[config.mk]
export PLATFORM = sky130hd
export DESIGN_NAME = engineering_number_parser_top
export DESIGN_NICKNAME = d
export VERILOG_FILES = /design/src/design/enp_pkg.sv /design/src/design/engineering_number_parser_top.sv
export SDC_FILE = /design/constraint.sdc
export NUM_CORES = 1
export LEC_CHECK = 0
export ABC_AREA = 1
export ABC_CLOCK_PERIOD_IN_PS = 3700
export BUFFER_PORTS_ARGS = -buffer_cell sky130_fd_sc_hd__buf_2
export CAP_MARGIN = 20
export CORE_ASPECT_RATIO = 0.9
export CORE_MARGIN = 10
export CORE_UTILIZATION = 58
export CTS_BUF_LIST = sky130_fd_sc_hd__clkbuf_8
export CTS_CLUSTER_DIAMETER = 50
export DETAILED_ROUTE_END_ITERATION = 7
export GPL_TIMING_DRIVEN = 0
export PLACE_DENSITY = 0.9
export RECOVER_POWER = 100
export SLEW_MARGIN = 30
export SYNTH_ARGS = -nofsm -noshare
export SYNTH_HDL_FRONTEND = slang
export SYNTH_SLANG_ARGS = --single-unit
[constraint.sdc]
create_clock -name clk -period 3.7 [get_ports clk]
set_clock_uncertainty 0.2 [all_clocks]
set_input_delay 0.925 -clock clk [delete_from_list [all_inputs] [get_ports clk]]
set_output_delay 0.925 -clock clk [all_outputs]
set_load 0.1 [all_outputs]
[src/design/enp_pkg.sv]
`default_nettype none
// ----------------------------------------------------------------------------
// enp_pkg
// Shared constants, types and helpers for the engineering number parser.
// ----------------------------------------------------------------------------
package enp_pkg;

	localparam int MANTISSA_BITS_DEF = 40;
	localparam int MANT_OUT_BITS     = 40;
	localparam int EXP_BITS          = 12;
	localparam int EXP_VALUE_BITS    = 10;
	localparam int EXP_VALUE_MAX     = 999;

	localparam logic [7:0] CH_0     = 8'h30;
	localparam logic [7:0] CH_9     = 8'h39;
	localparam logic [7:0] CH_DOT   = 8'h2e;
	localparam logic [7:0] CH_PLUS  = 8'h2b;
	localparam logic [7:0] CH_MINUS = 8'h2d;
	localparam logic [7:0] CH_E_LO  = 8'h65;
	localparam logic [7:0] CH_E_UP  = 8'h45;
	localparam logic [7:0] CH_PICO  = 8'h70;
	localparam logic [7:0] CH_NANO  = 8'h6e;
	localparam logic [7:0] CH_MICRO = 8'h75;
	localparam logic [7:0] CH_MILLI = 8'h6d;
	localparam logic [7:0] CH_KILO  = 8'h6b;
	localparam logic [7:0] CH_MEGA  = 8'h4d;
	localparam logic [7:0] CH_GIGA  = 8'h47;
	localparam logic [7:0] CH_TERA  = 8'h54;
	localparam logic [7:0] CH_PETA  = 8'h50;

	localparam logic signed [EXP_BITS:0] EXP_MIN_W = -13'sd2048;
	localparam logic signed [EXP_BITS:0] EXP_MAX_W = 13'sd2047;

	typedef struct packed {
		logic              hit;
		logic signed [4:0] pow;
	} si_t;

	function automatic si_t si_decode(input logic [7:0] ch);
		si_t r;
		r.hit = 1'b1;
		r.pow = 5'sd0;
		case (ch)
			CH_PICO:  r.pow = -5'sd12;
			CH_NANO:  r.pow = -5'sd9;
			CH_MICRO: r.pow = -5'sd6;
			CH_MILLI: r.pow = -5'sd3;
			CH_KILO:  r.pow = 5'sd3;
			CH_MEGA:  r.pow = 5'sd6;
			CH_GIGA:  r.pow = 5'sd9;
			CH_TERA:  r.pow = 5'sd12;
			CH_PETA:  r.pow = 5'sd15;
			default:  r.hit = 1'b0;
		endcase
		return r;
	endfunction

	function automatic logic signed [EXP_BITS-1:0] sat_exp(input logic signed [EXP_BITS:0] v);
		logic signed [EXP_BITS-1:0] r;
		if (v < EXP_MIN_W) begin
			r = EXP_MIN_W[EXP_BITS-1:0];
		end else if (v > EXP_MAX_W) begin
			r = EXP_MAX_W[EXP_BITS-1:0];
		end else begin
			r = v[EXP_BITS-1:0];
		end
		return r;
	endfunction

endpackage
`default_nettype wire

[src/design/engineering_number_parser_top.sv]
`default_nettype none
// ----------------------------------------------------------------------------
// engineering_number_parser_top
// Parses engineering-notation value strings into sign, mantissa, exponent.
//
// Channel  Handshake          Words
// in       in_valid/in_stall  char_code, end_of_string
// out      out_valid/out_stall negative, mantissa, exponent, parse_error
//
// One word per cycle while in_stall is low; a character word updates the parse state in
// the cycle after it is taken into the input register.
// out_valid is registered: it rises when the end word advances from the input register.
// in_stall rises only when the end word is held and the result register is
// full and stalled.
// arst_n returns the parser to the start of a string and empties both registers.
// ----------------------------------------------------------------------------
module engineering_number_parser_top #(
	parameter int MANTISSA_BITS = enp_pkg::MANTISSA_BITS_DEF
) (
	input  wire logic                                clk,
	input  wire logic                                arst_n,
	input  wire logic                                in_valid,
	output logic                                     in_stall,
	input  wire logic [7:0]                          char_code,
	input  wire logic                                end_of_string,
	output logic                                     out_valid,
	input  wire logic                                out_stall,
	output logic                                     negative,
	output logic [enp_pkg::MANT_OUT_BITS-1:0]        mantissa,
	output logic signed [enp_pkg::EXP_BITS-1:0]      exponent,
	output logic                                     parse_error
);

	localparam int AW       = MANTISSA_BITS + 4;
	localparam int MANT_EXT = (MANTISSA_BITS > enp_pkg::MANT_OUT_BITS) ?
		MANTISSA_BITS : enp_pkg::MANT_OUT_BITS;
	localparam int EW = enp_pkg::EXP_BITS;
	localparam int VW = enp_pkg::EXP_VALUE_BITS;

	typedef enum logic [2:0] {
		PH_START, PH_BODY, PH_EXP_SIGN, PH_EXP_DIGITS, PH_DONE
	} phase_t;

	logic                   valid_s1;
	logic [7:0]             char_s1;
	logic                   eos_s1;

	phase_t                 phase_q, phase_d;
	logic                   neg_q, neg_d;
	logic [MANTISSA_BITS-1:0] acc_q, acc_d;
	logic signed [EW-1:0]   scale_q, scale_d;
	logic                   frac_q, frac_d;
	logic                   mult_q, mult_d;
	logic [VW-1:0]          ev_q, ev_d;
	logic                   eneg_q, eneg_d;
	logic                   err_q, err_d;

	logic                   out_valid_q;
	logic                   ready;
	logic                   adv;

	logic                   body;
	logic                   is_digit;
	logic [3:0]             digit;
	logic [AW-1:0]          acc_w;
	logic [AW-1:0]          mul10d;
	logic                   fits;
	logic [13:0]            ev_w;
	logic [13:0]            ev_next;
	enp_pkg::si_t           si;
	logic signed [EW:0]     ev_signed;
	logic signed [EW-1:0]   exp_final;
	logic                   res_err;
	logic [MANT_EXT-1:0]    mant_ext;

	assign ready    = !out_valid_q || !out_stall;
	assign adv      = valid_s1 && (!eos_s1 || ready);
	assign in_stall = valid_s1 && !adv;
	assign out_valid = out_valid_q;

	assign is_digit = (char_s1 >= enp_pkg::CH_0) && (char_s1 <= enp_pkg::CH_9);
	assign digit    = char_s1[3:0];
	assign acc_w    = AW'(acc_q);
	assign mul10d   = (acc_w << 3) + (acc_w << 1) + AW'(digit);
	assign fits     = mul10d <= AW'({MANTISSA_BITS{1'b1}});
	assign ev_w     = 14'(ev_q);
	assign ev_next  = (ev_w << 3) + (ev_w << 1) + 14'(digit);
	assign si       = enp_pkg::si_decode(char_s1);

	assign ev_signed = eneg_q ? -(EW+1)'(ev_q) : (EW+1)'(ev_q);
	assign exp_final = enp_pkg::sat_exp((EW+1)'(scale_q) + ev_signed);
	assign res_err   = err_q || (phase_q == PH_EXP_SIGN);
	assign mant_ext  = MANT_EXT'(acc_q);

	always_comb begin
		phase_d = phase_q;
		neg_d   = neg_q;
		acc_d   = acc_q;
		scale_d = scale_q;
		frac_d  = frac_q;
		mult_d  = mult_q;
		ev_d    = ev_q;
		eneg_d  = eneg_q;
		err_d   = err_q;
		body    = 1'b0;
		if (eos_s1) begin
			phase_d = PH_START;
			neg_d   = 1'b0;
			acc_d   = '0;
			scale_d = '0;
			frac_d  = 1'b0;
			mult_d  = 1'b0;
			ev_d    = '0;
			eneg_d  = 1'b0;
			err_d   = 1'b0;
		end else if (!err_q) begin
			case (phase_q)
				PH_START: begin
					phase_d = PH_BODY;
					if (char_s1 == enp_pkg::CH_MINUS) begin
						neg_d = 1'b1;
					end else if (char_s1 != enp_pkg::CH_PLUS) begin
						body = 1'b1;
					end
				end
				PH_BODY: begin
					body = 1'b1;
				end
				PH_EXP_SIGN: begin
					if (char_s1 == enp_pkg::CH_PLUS) begin
						eneg_d  = 1'b0;
						phase_d = PH_EXP_DIGITS;
					end else if (char_s1 == enp_pkg::CH_MINUS) begin
						eneg_d  = 1'b1;
						phase_d = PH_EXP_DIGITS;
					end else begin
						err_d = 1'b1;
					end
				end
				PH_EXP_DIGITS: begin
					if (is_digit) begin
						ev_d = (ev_next > 14'(enp_pkg::EXP_VALUE_MAX)) ?
							VW'(enp_pkg::EXP_VALUE_MAX) : ev_next[VW-1:0];
					end else begin
						err_d = 1'b1;
					end
				end
				default: begin
				end
			endcase
			if (body) begin
				if (is_digit) begin
					if (fits) begin
						acc_d = mul10d[MANTISSA_BITS-1:0];
						if (frac_q) begin
							scale_d = enp_pkg::sat_exp((EW+1)'(scale_q) - 13'sd1);
						end
					end else if (!frac_q) begin
						scale_d = enp_pkg::sat_exp((EW+1)'(scale_q) + 13'sd1);
					end
				end else if (char_s1 == enp_pkg::CH_DOT) begin
					if (frac_q) begin
						err_d = 1'b1;
					end else begin
						frac_d = 1'b1;
					end
				end else if (si.hit) begin
					if (mult_q) begin
						err_d = 1'b1;
					end else begin
						mult_d  = 1'b1;
						scale_d = enp_pkg::sat_exp((EW+1)'(scale_q) + (EW+1)'(si.pow));
						if (frac_q) begin
							phase_d = PH_DONE;
						end else begin
							frac_d = 1'b1;
						end
					end
				end else if (char_s1 == enp_pkg::CH_E_LO || char_s1 == enp_pkg::CH_E_UP) begin
					if (mult_q) begin
						err_d = 1'b1;
					end else begin
						phase_d = PH_EXP_SIGN;
					end
				end else begin
					err_d = 1'b1;
				end
			end
		end
	end

	always_ff @(posedge clk or negedge arst_n) begin
		if (!arst_n) begin
			valid_s1    <= 1'b0;
			out_valid_q <= 1'b0;
			phase_q     <= PH_START;
			neg_q       <= 1'b0;
			acc_q       <= '0;
			scale_q     <= '0;
			frac_q      <= 1'b0;
			mult_q      <= 1'b0;
			ev_q        <= '0;
			eneg_q      <= 1'b0;
			err_q       <= 1'b0;
		end else begin
			if (!in_stall) begin
				valid_s1 <= in_valid;
			end
			if (adv && eos_s1) begin
				out_valid_q <= 1'b1;
			end else if (!out_stall) begin
				out_valid_q <= 1'b0;
			end
			if (adv) begin
				phase_q <= phase_d;
				neg_q   <= neg_d;
				acc_q   <= acc_d;
				scale_q <= scale_d;
				frac_q  <= frac_d;
				mult_q  <= mult_d;
				ev_q    <= ev_d;
				eneg_q  <= eneg_d;
				err_q   <= err_d;
			end
		end
	end

	always_ff @(posedge clk) begin
		if (!in_stall) begin
			char_s1 <= char_code;
			eos_s1  <= end_of_string;
		end
		if (adv && eos_s1) begin
			negative    <= res_err ? 1'b0 : neg_q;
			mantissa    <= res_err ? '0 : mant_ext[enp_pkg::MANT_OUT_BITS-1:0];
			exponent    <= res_err ? '0 : exp_final;
			parse_error <= res_err;
		end
	end

`ifndef SYNTHESIS
	a_err_fields_zero: assert property (@(posedge clk) disable iff (!arst_n)
		out_valid && parse_error |-> !negative && mantissa == '0 && exponent == '0)
		else $error("error word carries nonzero fields");

	a_end_restarts: assert property (@(posedge clk) disable iff (!arst_n)
		adv && eos_s1 |=> phase_q == PH_START && !err_q && out_valid)
		else $error("end word did not restart the parse");

	a_exp_no_mult: assert property (@(posedge clk) disable iff (!arst_n)
		(phase_q == PH_EXP_SIGN || phase_q == PH_EXP_DIGITS) |-> !mult_q)
		else $error("exponent phase after multiplier");

	a_stall_only_end: assert property (@(posedge clk) disable iff (!arst_n)
		in_stall |-> valid_s1 && eos_s1 && out_valid_q)
		else $error("input stalled without a held end word");

	a_ev_range: assert property (@(posedge clk) disable iff (!arst_n)
		ev_q <= VW'(enp_pkg::EXP_VALUE_MAX))
		else $error("exponent value above limit");
`endif

endmodule
`default_nettype wire
==> summary.txt, run 1 <==
Worst setup path
  • Worst flop-to-flop path startpoint: char_s1[3]
  • Crit path from: char_s1[3]
  • Slowest stage cell, crit path: fa_1
  • Slowest cell delay on critical path: approximately 0.51 ns
  • Crit path launch type: flop
  • CP bufs+invs: 7
  • Most used cell along the critical path: nand2_2
  • Kind of critical path: reg -> reg
  • Worst Path Required: between 3 and 4 ns
  • Crit path arrival time: approximately 3.9 ns
  • Worst-path fanout max: 5
  • Worst path top cell family by delay: simple AND/OR/NAND/NOR gates
  • Setup crit end kind: flop

Clock network
  • Clock Tree Buf Depth: 2
  • CTS tree: built
  • Sink Count: approximately 140
  • Worst-Skew Late Latency: approximately 0.47 ns
  • Clock root cell: clkbuf_8
  • CTS H-tree lvls: 4
  • Total CTS buffers: 17
  • Clock transition at the registers of the reported paths: roughly 0.080 ns

Power and ir drop
  • PwrDens: roughly 560 nW/um2
  • Worst VDD drop: between 0.4 and 0.5 mV
  • Pleak: 0.00717 uW

Layout
  • Share of layout cells above drive strength 1: 0.178
  • Commonest non-fill, non-tap cell in the layout: nand2_1
  • Commonest cells after routing, fill and taps aside: 409 x nand2_1, 186 x nor2_1, 180 x inv_1
  • Non-filler cells, final: roughly 2,000
  • Area Overhead vs Synth: 16.7%
  • Diode count: 0
  • Layout Nets: between 1,500 and 2,000
  • Layout Cell Area excl Fill: between 10,000 and 15,000 um2

Synth
  • Seq/Total Area, Yosys: 0.314
  • Synthesized area per cell: roughly 7.3 um2
  • Yosys Warn Count: 0
  • Syn Nets: 1,750
  • Seq cells post-synth: ~140
  • Async SR Flop Fraction: 0.533
  • Synth Cell Area: roughly 12,000 um2
  • Post-synth EDFFs: 63
  • Cells after synthesis: ~1,600
  • Post-synthesis cell type count: 50
  • Main synth FF type: dfrtp_1

Route
  • Via count: 11,500
  • Via/cell ratio: between 5 and 6
  • # DRC: 0
  • WL final: about 33 mm
  • Initial DRC count: 1,250
  • Post-DRT Antenna Nets: 0
  • Avg WL per Cell: about 16 um
  • Drt first pass iters: 7

STA
  • Final setup violation count: 0
  • Post-layout min period: about 3.7 ns
  • Final slew viol count: 30
  • Slew HR: -0.0577
  • Final period util: 0.987
  • Final hold viol count: 0
  • Setup TNS Final: 0 ns
  • Unrepaired setup endpoints after global routing: yes
  • Worst hold slack: between 0.3 and 0.4 ns
  • Fmax: 274 MHz
  • Worst slew pin tran: 1.59 ns

Global routing
  • Antenna violations before repair: 0
  • Overall Global Routing Usage: 0.232
  • Vias in the first global route: ~11,000
  • Global-route wire length before repair: about 51 mm
  • Pin count of the biggest net entering global routing: 63
  • GRT Residual Overflow: 0

Run
  • Max_cap viols: 1

Floorplan
  • Num ports: 69
  • Chip height: 155 um
  • Starting Density: 0.590
  • Cell row count: ~50
  • Core Area: between 15,000 and 20,000 um2
  • Die W: about 170 um
  • Die Area: about 26,000 um2

Run status
  • Status: finished with violations
  • Violated checks: max-capacitance violations, max-slew violations

Placement
  • Routability Congestion: roughly 0.95
  • HPWL Detailed: 23.4 mm
  • Inst Count DP: 1,928
  • Post-place instance area: roughly 12,000 um2
  • # port buffers: a little under 70

Worst hold path
  • Worst Hold Class: reg -> reg
  • Worst hold start: err_q
==> final cells by class <==
type                    count  area [um2]
plain buffers              30         265
clock buffers              18         248
clock inverters            14         173
fillers                  1527        6200
inverters                 188         721
multi-input cells        1249        7450
flip-flops and latches    135        3700
well taps                 255         319
repair buffers            117         843
==> timing repair <==
| item | in CTS | in global routing |
|---|---|---|
| setup buffers | 13 | 27 |
| hold buffers | 0 | 0 |
| pin swaps | 8 | 30 |
| gates cloned | 1 | 7 |
| setup endpoints to repair | 66 | 68 |
| resized for setup | 20 | 100 |
==> path summary, 6_finish.rpt <==
path	to	slack, ns	depth (start not counted)
setup / recovery	acc_q[7]	0.05	25
hold / removal	err_q	0.34	2
min in group asynchronous	acc_q[17]	0.63	1
setup reg to reg	acc_q[7]	0.05	25
hold reg to reg	err_q	0.34	2
max in group asynchronous	ev_q[2]	0.67	2
==> metal layers <==
layer,up-vias,part of all wire,global-route usage
met2,556,0.45,0.360
met1,5296,0.43,0.319
met3,103,0.087,0.0440
li1,5546,-,-
met5,-,0,0
met4,0,0.029,0.0730
==> registers in the layout, indices dropped and copies added (netlist names), 3 cells and up <==
register and flops:
acc_q 40, char_s1 8, ev_q 10, exponent 12, mantissa 40, phase_q 3, scale_q 12
==> metrics by stage <==
step                      total power (uW)  utilization  setup slack [ns]
after CTS                             7270        0.655          0.000890
after global routing                  8140        0.689            -0.143
after floorplan                       5000            -             0.265
after detailed placement              5820        0.625            -0.339
final                                 7620        0.689            0.0466
after global placement                5730        0.623            -0.251
==> tightest hold or removal path: cells and delay by family (launching register included) <==
family,cells,cell delay [ns]
DFF,1,0.37
and+or+nand+nor,2,0.14
==> cell usage after synthesis (13+ instances only) <==
library cell    n  area, um2
a21oi_1       111        556
dfrtp_1        72       1800
clkbuf_1       13       48.8
edfxtp_1       63       1890
nand4_1        19        119
xor2_1         37        324
nor2_1        193        724
nand3_1        84        420
nand2_1       420       1580
o21ai_2        30        263
inv_1         182        683
nand2_2        36        225
xnor2_1        23        201
nor3_1         25        125
ha_1          127       1590
o21ai_0        56        280
==> power breakdown <==
part	internal [uW]	total [uW]	switching [uW]
Combinational	1440	4200	2750
Clock	689	1350	658
Sequential	1820	2070	257
Total	3950	7620	3670
==> logic make-up after synthesis <==
| logic type | after synthesis | share of synthesized area |
|---|---|---|
| AND/OR/NAND/NOR | 806 | 0.292 |
| flip-flops | 135 | 0.314 |
| multiplexers | 1 | 0.000958 |
| adder cells (fa/ha/maj) | 133 | 0.145 |
| XOR/XNOR | 60 | 0.0447 |
| buffers and inverters | 220 | 0.0790 |
| AO/OA/AOI/OAI | 249 | 0.124 |
Power figures use the tool's default switching activity.
==> run 2, diff against run 1 <==
- CTS_BUF_LIST: sky130_fd_sc_hd__clkbuf_8 -> sky130_fd_sc_hd__clkbuf_4
- GPL_TIMING_DRIVEN: 0 -> unset
==> summary.txt, run 2 (synthesis results as in run 1) <==
Worst setup path
  • Setup crit end kind: flop
  • CP bufs+invs: 2
  • Slowest stage cell, crit path: dfrtp_1
  • Worst-path fanout max: 11
  • Worst Path Required: roughly 3.9 ns
  • Most used cell along the critical path: a21oi_1
  • Crit path launch type: flop
  • Crit path arrival time: around 3.8 ns
  • Slowest cell delay on critical path: between 0.4 and 0.5 ns
  • Kind of critical path: reg -> reg
  • Worst path top cell family by delay: compound AO/OA/AOI/OAI gates
  • Crit-path cells: inv_1, nand3_1, nor2_2, a31oi_1, xor2_1, ha_1, a21oi_1, o21ai_0, a21oi_1, o21ai_1, nand2_1, nand2_1, a21oi_2, xor2_2, o21bai_1, buf_4, a21oi_1

Placement
  • Routability Congestion: around 0.97
  • # port buffers: 68
  • HPWL Detailed: 22.8 mm
  • Inst Count DP: roughly 1,900
  • Dpl ws: -0.0482 ns
  • Post-place instance area: between 10,000 and 15,000 um2

Power and ir drop
  • Clock power frac: 0.145
  • PwrDens: 538 nW/um2
  • Net Switching: between 3000 and 4000 uW
  • Comb power frac: 0.556
  • Worst VDD drop: just over 0.3 mV
  • Pleak: roughly 0.0065 uW
  • Total power: approximately 6900 uW
  • Sw Ratio: 0.499
  • Cell Int Power: between 3000 and 4000 uW
  • Flop pwr share: 0.299

Route
  • Via count: about 11,000
  • WL final: about 31 mm
  • Drt first pass iters: 6
  • Post-DRT Antenna Nets: 0
  • Via/cell ratio: 5.64
  • Avg WL per Cell: ~16 um
  • Initial DRC count: 979
  • # DRC: 0

Layout
  • Layout Cell Area excl Fill: approximately 13,000 um2
  • Largest registers ranked by flip-flop count: acc_q (40), mantissa (40)
  • Fillers: 1,699
  • Footprint of the multi-input gates: ~7200 um2
  • Non-filler cells, final: 1,970
  • Share of layout cells above drive strength 1: 0.118
  • Layout Nets: 1,847
  • Reg area: ~3700 um2
  • Commonest non-fill, non-tap cell in the layout: nand2_1
  • Area Overhead vs Synth: 9.77%
  • Commonest cells after routing, fill and taps aside: 415 x nand2_1, 188 x nor2_1, 181 x inv_1

STA
  • Final slew viol count: between 100 and 150
  • Fmax: between 200 and 300 MHz
  • Worst slew pin tran: ~1.9 ns
  • Final setup violation count: 0
  • Final hold viol count: 0
  • Final period util: 0.968
  • Setup slack after layout: between 0.1 and 0.15 ns
  • Slew HR: -0.290
  • Post-layout min period: 3.58 ns
  • Worst hold slack: ~0.33 ns

Clock network
  • Clock transition at the registers of the reported paths: around 0.11 ns
  • Worst-Skew Late Latency: just under 0.6 ns
  • Clock root cell: clkbuf_4
  • CTS H-tree lvls: 4
  • Sink Count: roughly 140
  • Clock Tree Buf Depth: 2
  • Total CTS buffers: 17
  • CTS tree: built

Global routing
  • Antenna violations before repair: 1
  • GRT Residual Overflow: 0
  • Pin count of the biggest net entering global routing: 73
  • Vias in the first global route: just over 10,000
  • Global-route wire length before repair: between 40 and 50 mm
  • Overall Global Routing Usage: 0.223

Run status
  • Violated checks: max-capacitance violations, max-slew violations
  • Status: finished with violations

Floorplan
  • Chip height: ~160 um
  • Die Area: between 20,000 and 30,000 um2
  • Starting Density: 0.590
  • Core Area: about 20,000 um2
  • Num ports: 69
  • Cell row count: just under 50
  • Die W: approximately 170 um

Run
  • Max_cap viols: 2

Worst hold path
  • Worst Hold Class: in -> reg
==> run 2: power by group through the flow <==
stage / Clock [uW] / Combinational, uW / Sequential [uW]
2_1_floorplan: 0 / 2610 / 2390
3_3_place_gp: 0 / 3620 / 2090
3_5_place_dp: 0 / 3710 / 2100
4_1_cts: 1010 / 3740 / 2070
5_1_grt: 1080 / 4260 / 2100
6_report: 1000 / 3860 / 2080
==> run 2: worst reg2reg max path: stages (launching register included) <==
cell	delay (ns)
dfrtp_1	0.48
inv_1	0.13
nand3_1	0.15
nor2_2	0.17
a31oi_1	0.11
xor2_1	0.17
ha_1	0.35
a21oi_1	0.16
o21ai_0	0.12
a21oi_1	0.25
o21ai_1	0.14
nand2_1	0.08
nand2_1	0.06
a21oi_2	0.17
xor2_2	0.25
o21bai_1	0.09
buf_4	0.18
a21oi_1	0.18
==> run 2: cell type report <==
class	instances	area share
multi-input combinational	1249	0.560
tap	255	0.0247
sequential	135	0.286
inverter	188	0.0558
antenna	1	0.000194
clock buffer	19	0.0111
clock inverter	13	0.0104
timing repair buffer	110	0.0513
==> run 2: per-stage QoR <==
step,setup TNS [ns],utilization
6_report,0,0.648
5_1_grt,-0.0890,0.648
4_1_cts,0,0.638
3_5_place_dp,-0.0482,0.623
3_3_place_gp,0,0.623
2_1_floorplan,0,-
==> run 2: repair_timing <==
action / CTS / global route
pin swaps: 0 / 9
endpoints found under the setup margin: 6 / 66
resized for setup: 1 / 39
cloned: 0 / 5
hold buffers: 0 / 0
buffers inserted: 0 / 10
==> run 2: path summary, 6_finish.rpt <==
path,startpoint,to,slack [ns],cells after the start
worst max register to register,ev_q[2],exponent[1],0.12,17
worst max-delay path,ev_q[2],exponent[1],0.12,17
min in group asynchronous,arst_n,acc_q[14],0.65,1
worst min-delay path,end_of_string,eos_s1,0.33,1
max in group asynchronous,arst_n,ev_q[0],1.48,1
worst min register to register,neg_q,neg_q,0.35,2
==> run 2: routing by layer <==
metal  routed length (um)  vias to the layer above  part of all wire  track usage
met5                    0                        -                 0            0
met4                  420                        0             0.014       0.0526
met3                 2600                       52             0.085       0.0443
met2                13700                      442              0.45        0.349
met1                13900                     5136              0.45        0.311
li1                     -                     5473                 -            -
==> run 3, diff against run 2 <==
- ABC_AREA: 1 -> unset
- CTS_CLUSTER_SIZE: unset -> 14
==> summary.txt, run 3 <==
Run status
  • Status: finished with violations
  • Violated checks: max-capacitance violations, max-slew violations, negative setup slack

STA
  • Final slew viol count: 73
  • Unrepaired setup endpoints after global routing: yes
  • Final hold viol count: 0
  • Slew HR: -0.361
  • Worst hold slack: approximately 0.27 ns
  • Post-layout min period: between 4 and 5 ns
  • Fmax: between 200 and 250 MHz
  • Worst slew pin tran: 2.04 ns
  • Setup TNS Final: -35.03 ns
  • Setup slack after layout: -0.843 ns
  • Final setup violation count: 67
  • Final period util: 1.23

Global routing
  • Global-route wire length before repair: a little over 50 mm
  • Antenna violations before repair: 1
  • Overall Global Routing Usage: 0.257
  • Vias in the first global route: roughly 10,000
  • GRT Residual Overflow: 0
  • Pin count of the biggest net entering global routing: 73

Worst setup path
  • Crit path launch type: flop
  • Worst Path Required: between 4 and 5 ns
  • Most used cell along the critical path: buf_4
  • Crit path arrival time: between 4 and 5 ns
  • CP endpoint: scale_q[8]
  • FF-to-FF path depth: 19
  • Worst flop-to-flop path startpoint: char_s1[3]
  • Worst-path fanout max: 5
  • Capturing point of the worst reg2reg path: scale_q[8]
  • Crit path from: char_s1[3]
  • Setup crit end kind: flop
  • Reg2Reg Setup Slack: -0.84 ns
  • Crit-path cells: nor4bb_4, nand2b_1, nor3_2, buf_4, a21oi_2, nor2_4, buf_4, ha_1, o21a_1, o31ai_4, a21oi_2, nor4_4, nor4b_2, o22ai_2, nor2_4, buf_4, o211ai_1, o311ai_1, mux2_4
  • Slowest cell delay on critical path: 0.50 ns
  • Slowest stage cell, crit path: edfxtp_1
  • Kind of critical path: reg -> reg

Synth
  • Ranking of synthesized cells by area: edfxtp_1 18%, dfrtp_1 17%, ha_1 15%
  • Cells after synthesis: 1,164
  • Seq/Total Area, Yosys: 0.343
  • Async SR Flop Fraction: 0.533
  • Synth Cell Area: between 10,000 and 15,000 um2
  • Synthesized area per cell: 9.26 um2
  • Commonest cells in the netlist: 127 x ha_1, 100 x nand2_1, 85 x a21oi_1, 85 x nor2_1, 72 x dfrtp_1
  • Main synth FF type: dfrtp_1
  • Syn Nets: roughly 1,300
  • Post-synthesis cell type count: 76
  • Leading area contributor after synthesis: edfxtp_1
  • Yosys Warn Count: 0
  • Post-synth EDFFs: between 60 and 70
  • Area share of the largest cell type after synthesis: 0.175
  • Most common cell in the synthesized netlist: ha_1
  • Seq cells post-synth: around 140

Layout
  • Layout Nets: around 1,600
  • Share of layout cells above drive strength 1: 0.270
  • Area Overhead vs Synth: 28.3%
  • Largest registers ranked by flip-flop count: acc_q (40), mantissa (40)
  • Commonest cells after routing, fill and taps aside: 221 x buf_4, 121 x ha_1, 98 x nand2_1
  • Commonest non-fill, non-tap cell in the layout: buf_4

Clock network
  • Worst-Skew Late Latency: slightly above 0.6 ns
  • CTS tree: built
  • Clock root cell: clkbuf_4
  • CTS H-tree lvls: 4
  • Clock transition at the registers of the reported paths: roughly 0.15 ns
  • Total CTS buffers: 17
  • Clock Tree Buf Depth: 2
  • Sink Count: about 140

Route
  • # DRC: 0
  • Avg WL per Cell: ~22 um
  • Post-DRT Antenna Nets: 0
  • WL final: between 30 and 40 mm
  • Drt first pass iters: 6
  • Initial DRC count: approximately 1,400
  • Via count: 11,200
  • Via/cell ratio: roughly 6.6

Placement
  • # port buffers: 68
  • HPWL Detailed: around 23 mm
  • Routability Congestion: 0.969
  • Dpl ws: -0.525 ns

Floorplan
  • Core Area: ~18,000 um2
  • Chip height: approximately 150 um
  • Die Area: about 24,000 um2
  • Cell row count: 47
  • Starting Density: 0.588
  • Num ports: 69
  • Die W: roughly 160 um

Power and ir drop
  • Pleak: roughly 0.0066 uW
  • Total power: roughly 5000 uW
  • PwrDens: 358 nW/um2
  • Worst VDD drop: about 0.25 mV

Run
  • Max_cap viols: 1

Worst hold path
  • Worst Hold Class: in -> reg
[run 3: what timing repair did]
item                       CTS  global route
pin swaps                   14            70
hold buffers                 0             0
cloned                       2             4
gates resized for setup     26           106
buffers inserted             9            20
hold endpoints to repair     0             0
setup endpoints to repair   71            74
[run 3: final cells by class]
| cell class | instances | area [um2] |
|---|---|---|
| antenna | 1 | 2.50 |
| clock buffer | 18 | 135 |
| clock inverter | 14 | 173 |
| fill | 1122 | 4520 |
| inverter | 46 | 176 |
| multi-input combinational | 933 | 7150 |
| sequential | 135 | 3690 |
| tap | 245 | 307 |
| timing repair buffer | 311 | 2200 |
[run 3: kinds of logic after synthesis]
| family | count (synthesis) | synth area share |
|---|---|---|
| and+or+nand+nor | 365 | 0.168 |
| AOI/OAI and AO/OA | 331 | 0.206 |
| DFF | 135 | 0.343 |
| buffers and inverters | 97 | 0.0369 |
| muxes | 15 | 0.0169 |
| adders and majority gates | 133 | 0.159 |
| xor gates and xnor gates | 88 | 0.0715 |
[run 3: through the flow]
step                cells  cell area, um2  utilization
floorplan            1164           10800            -
global placement     1637           12800        0.700
detailed placement   1637           12800        0.700
CTS                  1680           13300        0.726
global route         1702           13800        0.754
finish               1703           13800        0.754
[run 3: critical path, delay by kind of cell, from the launching register on]
kind | cells | cell delay [ns]
adder cells (fa/ha/maj) | 1 | 0.28
buffers and inverters | 3 | 0.47
multiplexers | 1 | 0.28
flip-flops | 1 | 0.50
AO/OA/AOI/OAI | 7 | 1.14
AND/OR/NAND/NOR | 7 | 1.56
[run 3: worst min path at each step]
stage	from	endpoint	slack, ns	depth (start not counted)
floorplan	neg_q	neg_q	0.26	2
global placement	neg_q	neg_q	0.29	2
detailed placement	neg_q	neg_q	0.29	2
CTS	end_of_string	eos_s1	0.28	1
global route	char_code[4]	char_s1[4]	0.25	1
finish	char_code[4]	char_s1[4]	0.27	1
[run 3: routing by layer]
layer,track usage,part of all wire,up-vias
li1,-,-,4871
met1,0.300,0.35,5212
met2,0.444,0.47,875
met3,0.0588,0.11,284
met4,0.109,0.067,0
met5,0,0,-
[run 3: report_power, final]
part | switching [uW] | total, uW | internal [uW]
clock | 643 | 1120 | 480
combinational | 1280 | 1990 | 707
sequential | 160 | 1840 | 1680
